[src/rtl/core/hfa_pkg.sv]
`default_nettype none
package hfa_pkg;
    localparam logic [15:0] EXP_MASK  = 16'h7C00;
    localparam logic [15:0] FRAC_MASK = 16'h03FF;
    localparam logic [15:0] HIDDEN    = 16'h0400;
    localparam logic [15:0] QNAN_CODE = 16'h7FFF;
    localparam logic [15:0] NEG_INF   = 16'hFC00;
    localparam logic [15:0] SIGN_MASK = 16'h8000;
    localparam int unsigned DATA_W    = 16;
    localparam int unsigned STAGES    = 4;
endpackage
`default_nettype wire

[src/rtl/core/half_float_adder_core.sv]
// Half-precision (binary16) adder, round to nearest even, subnormals flushed to zero,
// NaN results always 0x7FFF. Four-stage pipeline: operand compare/align, add,
// leading-one search, round/pack. One transaction per cycle is accepted while the output
// is not stalled. A stall on m_tready holds every stage.
`default_nettype none
module half_float_adder_core
    import hfa_pkg::*;
(
    input  wire logic        aclk,
    input  wire logic        aresetn,
    input  wire logic        s_tvalid,
    output logic             s_tready,
    input  wire logic [31:0] s_tdata,   // [15:0] addend_a, [31:16] addend_b
    output logic             m_tvalid,
    input  wire logic        m_tready,
    output logic [15:0]      m_tdata    // [15:0] sum_result
);
    logic [STAGES-1:0] vld_reg;
    logic              adv;
    assign adv      = !vld_reg[STAGES-1] || m_tready;
    assign s_tready = adv;

    // stage 1: special cases, order, align
    logic [15:0] a, b, big, sml;
    logic        spec1_next;
    logic [15:0] sval1_next;
    logic [4:0]  d;
    logic [4:0]  eb_next;
    logic [24:0] wb_next;
    logic        sub1_next, sgn1_next;
    logic        a_nan, b_nan, a_inf, b_inf;
    logic [10:0] ms;
    always_comb begin
        a = s_tdata[15:0];
        b = s_tdata[31:16];
        a_nan = (a[14:10] == 5'h1F) && (a[9:0] != 10'd0);
        b_nan = (b[14:10] == 5'h1F) && (b[9:0] != 10'd0);
        a_inf = (a[14:0] == EXP_MASK[14:0]);
        b_inf = (b[14:0] == EXP_MASK[14:0]);
        spec1_next = 1'b1;
        sval1_next = 16'd0;
        if (a_nan || b_nan) sval1_next = QNAN_CODE;
        else if (a_inf) sval1_next = (b_inf && (a[15] != b[15])) ? QNAN_CODE : a;
        else if (b_inf) sval1_next = b;
        else if (a[14:10] == 5'd0) sval1_next = (b[14:10] == 5'd0) ? 16'd0 : b;
        else if (b[14:10] == 5'd0) sval1_next = a;
        else spec1_next = 1'b0;
        if (a[14:0] >= b[14:0]) begin
            big = a; sml = b;
        end else begin
            big = b; sml = a;
        end
        d = big[14:10] - sml[14:10];
        ms = {1'b1, sml[9:0]};
        // keep 11 + 14 bits: guard plus sticky
        wb_next = (d > 5'd13) ? {24'd0, 1'b1} :
                  (({ms, 14'd0} >> d) | {24'd0, |(({ms, 14'd0} << (5'd25 - d)) & 25'h1FFFFFF) & (d != 0)});
        eb_next   = big[14:10];
        sub1_next = big[15] ^ sml[15];
        sgn1_next = big[15];
        if (d <= 5'd13) wb_next = ({ms, 14'd0} >> d);
    end
    // exactness: at d<=13 the shifted bits beyond 14 fractional fit; sticky otherwise
    logic        spec1_reg, sub1_reg, sgn1_reg;
    logic [15:0] sval1_reg;
    logic [4:0]  eb1_reg;
    logic [10:0] mb1_reg;
    logic [24:0] wb1_reg;
    always_ff @(posedge aclk) begin
        if (adv) begin
            spec1_reg <= spec1_next; sval1_reg <= sval1_next;
            sub1_reg <= sub1_next; sgn1_reg <= sgn1_next;
            eb1_reg <= eb_next; mb1_reg <= {1'b1, big[9:0]};
            wb1_reg <= wb_next;
        end
    end

    // stage 2: add or subtract
    logic [25:0] sum2_next;
    always_comb begin
        if (sub1_reg) sum2_next = {1'b0, mb1_reg, 14'd0} - {1'b0, wb1_reg};
        else          sum2_next = {1'b0, mb1_reg, 14'd0} + {1'b0, wb1_reg};
    end
    logic        spec2_reg, sgn2_reg;
    logic [15:0] sval2_reg;
    logic [4:0]  eb2_reg;
    logic [25:0] sum2_reg;
    always_ff @(posedge aclk) begin
        if (adv) begin
            spec2_reg <= spec1_reg; sval2_reg <= sval1_reg; sgn2_reg <= sgn1_reg;
            eb2_reg <= eb1_reg; sum2_reg <= sum2_next;
        end
    end

    // stage 3: leading one, normalize
    logic [4:0]  p3;
    logic [25:0] nrm3;
    always_comb begin
        p3 = 5'd0;
        for (int i = 0; i < 26; i++) if (sum2_reg[i]) p3 = 5'(i);
        nrm3 = sum2_reg << (5'd25 - p3);
    end
    logic        spec3_reg, sgn3_reg, zero3_reg;
    logic [15:0] sval3_reg;
    logic [6:0]  e3_reg;
    logic [25:0] nrm3_reg;
    always_ff @(posedge aclk) begin
        if (adv) begin
            spec3_reg <= spec2_reg; sval3_reg <= sval2_reg; sgn3_reg <= sgn2_reg;
            zero3_reg <= (sum2_reg == 26'd0);
            e3_reg <= 7'(eb2_reg) + 7'(p3) - 7'd24;
            nrm3_reg <= nrm3;
        end
    end

    // stage 4: round, pack
    logic [11:0] keep4;
    logic [6:0]  e4;
    logic        rup;
    logic [15:0] res4_next;
    always_comb begin
        rup = nrm3_reg[14] && ((|nrm3_reg[13:0]) || nrm3_reg[15]);
        keep4 = {1'b0, nrm3_reg[25:15]} + 12'(rup);
        e4 = e3_reg;
        if (keep4[11]) begin
            keep4 = keep4 >> 1; e4 = e4 + 7'd1;
        end
        if (spec3_reg) res4_next = sval3_reg;
        else if (zero3_reg) res4_next = 16'd0;
        else if (e4[6]) res4_next = 16'd0;
        else if (e4 >= 7'd31) res4_next = {sgn3_reg, EXP_MASK[14:0]};
        else if (e4 == 7'd0) res4_next = 16'd0;
        else res4_next = {sgn3_reg, e4[4:0], keep4[9:0]};
    end
    logic [15:0] res_reg;
    always_ff @(posedge aclk) begin
        if (adv) res_reg <= res4_next;
    end

    always_ff @(posedge aclk) begin
        if (!aresetn) vld_reg <= '0;
        else if (adv) vld_reg <= {vld_reg[STAGES-2:0], s_tvalid};
    end
    assign m_tvalid = vld_reg[STAGES-1];
    assign m_tdata  = res_reg;
endmodule
`default_nettype wire
[config.mk]
export PLATFORM = sky130hd
export DESIGN_NAME = half_float_adder_core
export DESIGN_NICKNAME = d
export VERILOG_FILES = /design/src/rtl/core/hfa_pkg.sv /design/src/rtl/core/half_float_adder_core.sv
export SDC_FILE = /design/constraint.sdc
export NUM_CORES = 1
export LEC_CHECK = 0
export ABC_AREA = 1
export BUFFER_PORTS_ARGS = -buffer_cell sky130_fd_sc_hd__buf_2
export CORE_ASPECT_RATIO = 0.5
export CORE_MARGIN = 5
export CORE_UTILIZATION = 63
export DETAILED_ROUTE_END_ITERATION = 8
export GPL_TIMING_DRIVEN = 1
export HOLD_SLACK_MARGIN = 0.03
export PLACE_DENSITY = 0.83
export SYNTH_ARGS = -nofsm -noshare
export SYNTH_HDL_FRONTEND = slang
export SYNTH_SLANG_ARGS = --single-unit
[constraint.sdc]
create_clock -name aclk -period 6.2 [get_ports aclk]
set_input_delay 0.62 -clock aclk [delete_from_list [all_inputs] [get_ports aclk]]
set_output_delay 0.62 -clock aclk [all_outputs]
set_load 0.01 [all_outputs]
======== Word-level counts from Yosys, hierarchy flattened ========
Index checks and enable logic that the tools add are counted.
word-level totals
  register bits after elaboration ......... 180
  bits of input ports ..................... 36
  output and inout port bits .............. 18
  word-level logic and storage cells ...... 106
cells by class
  add/sub/neg operators ................... 9
  $lt $le $gt $ge ......................... 4
  equal/unequal tests ..................... 5
  shift operators ......................... 3
  mux-type cells .......................... 44
  bitwise logic cells ..................... 3
  reductions and logical operators ........ 18
operators with widths
  kind                                                                    number
  16-bit 2-to-1 mux                                                       13
  5-bit 2-to-1 mux                                                        24
  25-bit 2-to-1 mux                                                       2
  15-bit == test (second input constant)                                  2
  25-bit by 25-bit adder with 26-bit output                               1
  26-bit zero test                                                        1
  26-bit 2-to-1 mux                                                       1
  26-bit by 5-bit << shifter with 26-bit output                           1
  25-bit by 25-bit subtractor with 26-bit output                          1
  25-bit by 1-bit bitwise OR with 25-bit output                           1
  25-bit OR reduction                                                     1
  25-bit by 5-bit << shifter with 25-bit output                           1
  25-bit by 5-bit right shift with 25-bit output                          1
  10-bit nonzero test                                                     2
  15-bit >= comparator                                                    1
  14-bit OR reduction                                                     1
  11-bit by 1-bit adder with 12-bit output                                1
  5-bit == test (second input constant)                                   2
  5-bit zero test                                                         2
  10-bit 2-to-1 mux                                                       1
  5-bit subtractor (first input constant)                                 2
  7-bit by 1-bit adder with 7-bit output (second input constant)          1
  7-bit by 5-bit >= comparator with 1-bit output (second input constant)  1
  7-bit zero test                                                         1
  other kinds (15)                                                        21

======== Logic depth before layout (Yosys ltp) ========
Gate-level depths: netlist of run 1.
  depth in word-level cells ............... 27
  depth in mapped cells ................... 34
  depth with buffers taken out ............ 33

======== Worst setup path before layout of run 1 ========
Ideal clock, no wire load.
  kind .................................... input to output
  from .................................... input port m_tready
  to ...................................... output port s_tready
  data arrival time ....................... 4,193 ps
  data required time ...................... 5,580 ps
  setup slack ............................. 1,387 ps
  stages on the path ...................... 2
  buffers on the path ..................... 0
  path through ............................ nor2_1 -> inv_1
between the ends
  longest elaborated chain between the ends .. 1
RTL lines
  element             line                         source
  start: declaration  half_float_adder_core.sv:15  input wire logic m_tready,
  1-bit logical OR    half_float_adder_core.sv:20  assign adv = !vld_reg[STAGES-1] || m_tready;
  end: declaration    half_float_adder_core.sv:12  output logic s_tready,
No other way between the ends.

======== Final worst setup path of run 1 ========
  from .................................... register sum2_reg[4]
  to ...................................... register nrm3_reg[12], data pin
between the ends
  longest elaborated chain between the ends .. 24
RTL lines
  element                                            line                          source
  start: declaration                                 half_float_adder_core.sv:87   logic [25:0] sum2_reg;
  start signal: assignment                           half_float_adder_core.sv:91   eb2_reg <= eb1_reg; sum2_reg <= sum2_next;
  5-bit 2-to-1 mux (22 in a row)                     half_float_adder_core.sv:100  for (int i = 0; i < 26; i++) if (sum2_reg[i]) p3 = 5'(i);
  5-bit subtractor                                   half_float_adder_core.sv:101  nrm3 = sum2_reg << (5'd25 - p3);
  26-bit by 5-bit << shifter with 26-bit output (*)  half_float_adder_core.sv:101
  end signal: assignment                             half_float_adder_core.sv:112  nrm3_reg <= nrm3;
  end: declaration                                   half_float_adder_core.sv:106  logic [25:0] nrm3_reg;
Mark *: on every way between the ends. The rest lies on a longest branch, timed or not.
A chain may end at the register's enable or synchronous reset.

==> results.md, run 1 <==
- Worst reg2reg setup slack: 1480 ps
- Worst slew pin tran: 1000 ps
- Yosys warns: 0
- Area share of the largest cell type after synthesis: 0.464
- Final cycle utilization of the critical path: 0.762
- Fin. max-slew vios: 0
- Most used flip-flop cell after synthesis: edfxtp_1
- Seq/Total Area, Yosys: 0.471
- Clock Sinks: 180
- Worst R2R End: nrm3_reg[12]$_SDFFCE_PP0P_
- Post-CTS Resized: 0
- Via Count: 9558
- Critical Setup Path Class: reg -> reg
- Initial antenna violation count: 0
- Final Hold Viols: 0
- Final setup fails: 0
- Worst path cell trace: nor2_1 -> o21ai_0 -> nand3_1 -> nand2_1 -> nand2_1 -> nand2_1 -> nand2_1 -> nand2_1 -> nand2_1 -> nand2_1 -> a31oi_2 -> buf_4 -> clkinv_1 -> ha_1 -> inv_1 -> or2_2 -> nand3_1 -> a21oi_1
- Worst setup path end: nrm3_reg[12]$_SDFFCE_PP0P_
- F_max: 212 MHz
- WL/cell: 16.7 µm
- CTS H-tree depth: 4
- TritonCTS clock tree: yes
- Area growth, synth to finish: 8.82%
- Commonest non-fill, non-tap cell in the layout: nand2_1
- Clk root buf: clkbuf_16
- CP required: 6390 ps
- Largest net degree at the start of global routing: 97
- Hold Buf Count CTS: 0
- Ys async rst share: 0
- Cell mode on critical path: nand2_1
- Avg Inst Size Synth: 8.54 µm²
- Commonest cells after routing, fill and taps aside: nand2_1, edfxtp_1, inv_1
- RSZ-0062 raised after global routing: no
- Slew margin rel.: 0.331
- N_diodes: 0
- Gr usage total: 0.260
- Final wirelength: 26900 µm
- Max Cap Viol: 0
- First-pass GRT wire length: 44000 µm
- WP data arrival: 4910 ps
- Chip width: 200 µm
- Distinct cells, synth: 64
- Startpoint types: flop
- Status: complete, no violations
- DR vias/cell: 5.93
- LEAKAGE: 5.74 nW
- Pre-CTS WS: 1550 ps
- Post-CTS setup buffer count: 0
- Core area: 0.0176 mm²
- Critical path's slowest cell: ha_1
- Post-DP HPWL: 19800 µm
- DRC: 0
- Vias in the first global route: 8747
- Flip-flop and latch area: 0.00537 mm²
- Worst Hold Class: in -> reg
- Total Die Area: 0.0210 mm²
- Post-synth EDFFs: 176
- Clock latency on the worst-skew pair: 450 ps
- Reg2reg path depth: 18
- Clock Pin Slew Worst Setup and Hold Paths: 80 ps
- Multi-input gate area in the final layout: 0.00515 mm²
- Register bit total from synthesis: 180
- Min Tclk post-route: 4720 ps
- Nets@finish: 1452
- Largest area contributor in the netlist: edfxtp_1
- Critical path startpoint: sum2_reg[4]$_DFFE_PP_
- Routed Antenna Nets: 0
- Initial DRC count: 1379
- Synth top area cells: edfxtp_1, nand2_1, nand3_1
- Crit-path max FO: 31
- Layout cells sized above 1: 0.103
- GRT Residual Overflow: 0
- Setup TNS: 0 ps
- Layout Skew: 14.1 ps
- R2R Path Start: sum2_reg[4]$_DFFE_PP_
- PD cells: 480 mW/mm²
- Crit end category: flop
- Hold path cells: 2
- Starting Density: 0.648
- Top Ports: 54
- Cts bufs inserted: 17
- Setup ws final: 1480 ps
- CTS Buffer Depth: 2
- DRT Pass-1 Iters: 6
- Maximum vdd drop: 0.285 mV
- CP peak stage delay: 1050 ps
- Final Wtd Congestion: 0.974
- Rows: 34
- Die H: 105 µm
- Number of port buffers: 53
- Pwr Total: 5.95 mW
- Layout fillers: 1290
- Synthesized area: 0.0114 mm²
- Synthesized instance count: 1333
- Syn Nets: 1421
## stage by stage
stage,area [µm²],std cells,hold WS (ps),utilization
after floorplan,11400,1333,400,-
after global placement,11800,1579,402,0.669
after detailed placement,11800,1579,405,0.669
after CTS,12400,1611,409,0.705
after global routing,12400,1611,421,0.705
final,12400,1611,411,0.705
## per-layer routing
metal | GRT usage | vias up | part of all wire
met5 | 0 | - | 0
li1 | - | 4624 | -
met4 | 0.0698 | 0 | 0.018
met1 | 0.394 | 4404 | 0.46
met2 | 0.386 | 476 | 0.44
met3 | 0.0495 | 54 | 0.086
## cells by family after synthesis
kind of cell               Yosys count  share of synthesized area
muxes                                2                    0.00176
xor gates and xnor gates            39                     0.0313
DFF                                180                      0.471
and+or+nand+nor                    636                      0.247
buffers and inverters              213                     0.0766
AOI/OAI and AO/OA                  211                      0.113
adders and majority gates           52                     0.0591
## worst min-delay path by stage
| stage | start | endpoint | slack (ps) |
|---|---|---|---|
| after floorplan | eb1_reg[0]$_DFFE_PP_ | eb2_reg[0]$_DFFE_PP_ | 400 |
| after global placement | sval1_reg[11]$_SDFFCE_PP1P_ | sval2_reg[11]$_DFFE_PP_ | 400 |
| after detailed placement | eb1_reg[3]$_DFFE_PP_ | eb2_reg[3]$_DFFE_PP_ | 400 |
| after CTS | aresetn | vld_reg[3]$_SDFFE_PN0P_ | 410 |
| after global routing | sval1_reg[1]$_SDFFCE_PP1P_ | sval2_reg[1]$_DFFE_PP_ | 420 |
| final | aresetn | vld_reg[3]$_SDFFE_PN0P_ | 410 |
## cells in the mapped netlist (5+ instances only)
library cell / n
a211oi_1: 8
a21oi_1: 52
a31oi_1: 5
a32o_1: 5
buf_1: 5
buf_2: 7
buf_6: 7
clkbuf_1: 26
clkinv_1: 5
edfxtp_1: 176
ha_1: 49
inv_1: 149
inv_2: 10
nand2_1: 319
nand3_1: 140
nand4_1: 17
nor2_1: 101
nor3_1: 18
nor4_1: 8
o211ai_1: 6
o21ai_0: 61
o21ai_1: 30
o22ai_1: 14
o41ai_2: 5
or2_2: 5
xnor2_1: 12
xor2_1: 25
## power by group
part           switching [mW]  leakage (nW)  internal [mW]
registers               0.218          2.02           1.83
logic                    1.86          3.41          0.919
clock network           0.566         0.304          0.563
## final cells by class
| type | count | area share |
|---|---|---|
| clock buffers | 17 | 0.0343 |
| multi-input cells | 940 | 0.416 |
| well taps | 234 | 0.0236 |
| repair buffers | 59 | 0.0251 |
| flip-flops and latches | 180 | 0.433 |
| clock inverters | 15 | 0.0169 |
| inverters | 166 | 0.0510 |
## worst max-delay path, delay by kind of cell, from the launching register on
family,cells,cell delay [ps]
fa+ha+maj,1,1050
simple gates,11,1140
flops,1,410
buf+inv,3,1550
compound gates,3,300
No activity file was read; power rests on OpenSTA's default activity.
==> run 2: changes to the inputs <==
--- a/config.mk
+++ b/config.mk
@@ -5,15 +5,15 @@
 export SDC_FILE = /design/constraint.sdc
 export NUM_CORES = 1
 export LEC_CHECK = 0
-export ABC_AREA = 1
+export ABC_AREA = 0
 export BUFFER_PORTS_ARGS = -buffer_cell sky130_fd_sc_hd__buf_2
 export CORE_ASPECT_RATIO = 0.5
 export CORE_MARGIN = 5
-export CORE_UTILIZATION = 63
+export CORE_UTILIZATION = 56
 export DETAILED_ROUTE_END_ITERATION = 8
 export GPL_TIMING_DRIVEN = 1
 export HOLD_SLACK_MARGIN = 0.03
-export PLACE_DENSITY = 0.83
+export PLACE_DENSITY = 0.79
 export SYNTH_ARGS = -nofsm -noshare
 export SYNTH_HDL_FRONTEND = slang
 export SYNTH_SLANG_ARGS = --single-unit
==> constraint.sdc (replaced) <==
create_clock -name aclk -period 4.1 [get_ports aclk]
set_input_delay 0.41 -clock aclk [delete_from_list [all_inputs] [get_ports aclk]]
set_output_delay 0.41 -clock aclk [all_outputs]
set_load 0.01 [all_outputs]
==> results.md, run 2 <==
- Status: complete, no violations
- Post-CTS setup buffer count: 0
- Psw: 3.64 mW
- Distinct cells, synth: 80
- Worst setup path end: wb1_reg[8]$_DFFE_PP_
- Synthesized area: 0.0110 mm²
- Rows: 36
- Syn Nets: 1100
- Final setup fails: 0
- Final Wtd Congestion: 0.962
- Setup ws final: 362 ps
- Worst R2R End: nrm3_reg[21]$_DFFE_PP_
- Flip-flop and latch area: 0.00537 mm²
- First-pass GRT wire length: 42500 µm
- Internal power: 5.34 mW
- F_max: 268 MHz
- Die H: 109 µm
- Layout Skew: 14.7 ps
- Post-DP HPWL: 19900 µm
- Critical Setup Path Class: in -> reg
- Top Ports: 54
- WL/cell: 19.2 µm
- Cts bufs inserted: 17
- Clock Sinks: 180
- Routed Antenna Nets: 0
- Clock latency on the worst-skew pair: 440 ps
- Min Tclk post-route: 3740 ps
- Commonest non-fill, non-tap cell in the layout: edfxtp_1
- Yosys warns: 0
- Register bit total from synthesis: 180
- Part of the power in combinational logic: 0.461
- RSZ-0062 raised after global routing: no
- Top cells by count, synth: edfxtp_1, nand2_1, nor2_1, mux2i_1, o21ai_0
- DRC: 0
- Fin. max-slew vios: 0
- R2R Path Start: sum2_reg[24]$_DFFE_PP_
- Post-CTS Resized: 0
- Inst Count DP: 1336
- Pre-CTS WS: -27.8 ps
- Worst reg2reg setup slack: 570 ps
- Clock Pin Slew Worst Setup and Hold Paths: 80 ps
- Largest net degree at the start of global routing: 82
- Pwr Total: 8.98 mW
- Vias in the first global route: 7947
- Synthesized instance count: 1012
- Chip width: 208 µm
- Worst Hold Class: in -> reg
- Synth top area cells: edfxtp_1, mux2i_1, ha_1
- Initial DRC count: 957
- Final cycle utilization of the critical path: 0.912
- CP required: 4260 ps
- Largest area contributor in the netlist: edfxtp_1
- Layout fillers: 1494
- LEAKAGE: 5.10 nW
- TritonCTS clock tree: yes
- Clk root buf: clkbuf_16
- Most used flip-flop cell after synthesis: edfxtp_1
- Avg Inst Size Synth: 10.8 µm²
- GRT Residual Overflow: 0
- Gr usage total: 0.236
- DRT Pass-1 Iters: 6
- Critical path startpoint: s_tdata[12]
- CTS Buffer Depth: 2
- Worst slew pin tran: 1060 ps
- WP data arrival: 3900 ps
- Maximum vdd drop: 0.448 mV
- Top-count cell post-synth: edfxtp_1
- CTS H-tree depth: 4
- Layout cells sized above 1: 0.157
- Seq/Total Area, Yosys: 0.489
- Startpoint types: input pin
- Nets@finish: 1177
- Final wirelength: 26300 µm
- N_diodes: 0
- Commonest cells after routing, fill and taps aside: edfxtp_1, nand2_1, nor2_1
- Crit end category: flop
- Area growth, synth to finish: 13.0%
- Post-synth EDFFs: 176
- Hold Buf Count CTS: 0
- Multi-input gate area in the final layout: 0.00522 mm²
- Area share of the largest cell type after synthesis: 0.482
- PD cells: 724 mW/mm²
- Slew margin rel.: 0.293
- Ys async rst share: 0
- Switch share: 0.406
- Crit-path max FO: 9
- Via Count: 8405
- Reg2reg path depth: 11
- Number of port buffers: 53
- Core area: 0.0194 mm²
- Total Die Area: 0.0227 mm²
- Max Cap Viol: 0
- Post-Route Utilization: 0.640
- Final Hold Viols: 0
- Initial antenna violation count: 0
- Post-route insts no fill: 1368
- DR vias/cell: 6.14
- Clock network fraction of total power: 0.184
- Sequential share of power: 0.355
- Starting Density: 0.567
[run 2: per-stage QoR]
step	hold WS [ps]	setup TNS (ps)	cell area (µm²)
floorplan	400	0	11000
global placement	402	0	11800
detailed placement	405	-27.8	11800
CTS	204	0	12400
global route	218	0	12400
finish	214	0	12400
[run 2: power by group through the flow]
stage	Combinational, mW	Sequential, mW	Clock [mW]
6_report	4.14	3.19	1.65
5_1_grt	4.57	3.26	1.76
4_1_cts	4.09	3.18	1.66
3_5_place_dp	4.06	3.21	0
3_3_place_gp	3.97	3.18	0
2_1_floorplan	2.93	3.10	0
[run 2: area by class of cell]
class	instances	share of cell area
flip-flops and latches	180	0.433
multi-input cells	729	0.421
repair buffers	98	0.0507
clock buffers	18	0.0346
well taps	266	0.0268
inverters	63	0.0194
clock inverters	14	0.0144
[run 2: worst min path at each step]
stage	endpoint	slack (ps)	from	depth (start not counted)
after CTS	vld_reg[3]$_SDFFE_PN0P_	200	aresetn	2
after floorplan	eb2_reg[0]$_DFFE_PP_	400	eb1_reg[0]$_DFFE_PP_	0
final	vld_reg[3]$_SDFFE_PN0P_	210	aresetn	2
after global routing	vld_reg[3]$_SDFFE_PN0P_	220	aresetn	2
after detailed placement	sval3_reg[14]$_DFFE_PP_	410	sval2_reg[14]$_DFFE_PP_	0
after global placement	eb2_reg[0]$_DFFE_PP_	400	eb1_reg[0]$_DFFE_PP_	0
[run 2: critical path, stage by stage]
cell and delay (ps):
buf_2 150, ha_1 470, and4_1 240, and4_1 240, o22ai_2 110, a211oi_1 380
nor2_1 100, ha_1 560, mux4_2 610, mux2_2 280, mux2i_1 160, or3_1 140
a21oi_1 60
[run 2: metal layers]
layer,wire length (µm),global-route usage,vias to the layer above
li1,-,-,3995
met1,12200,0.337,3993
met2,12000,0.379,386
met3,1830,0.0503,31
met4,299,0.0487,0
met5,0,0,-
[run 2: cells by family (layout without fill, tap and decap cells)]
group	Yosys count	after routing	synth area share
AND/OR/NAND/NOR	297	297	0.134
AO/OA/AOI/OAI	260	260	0.161
flip-flops	180	180	0.489
buffers and inverters	103	193	0.0372
multiplexers	79	79	0.0853
adder cells (fa/ha/maj)	52	52	0.0613
XOR/XNOR	41	41	0.0327
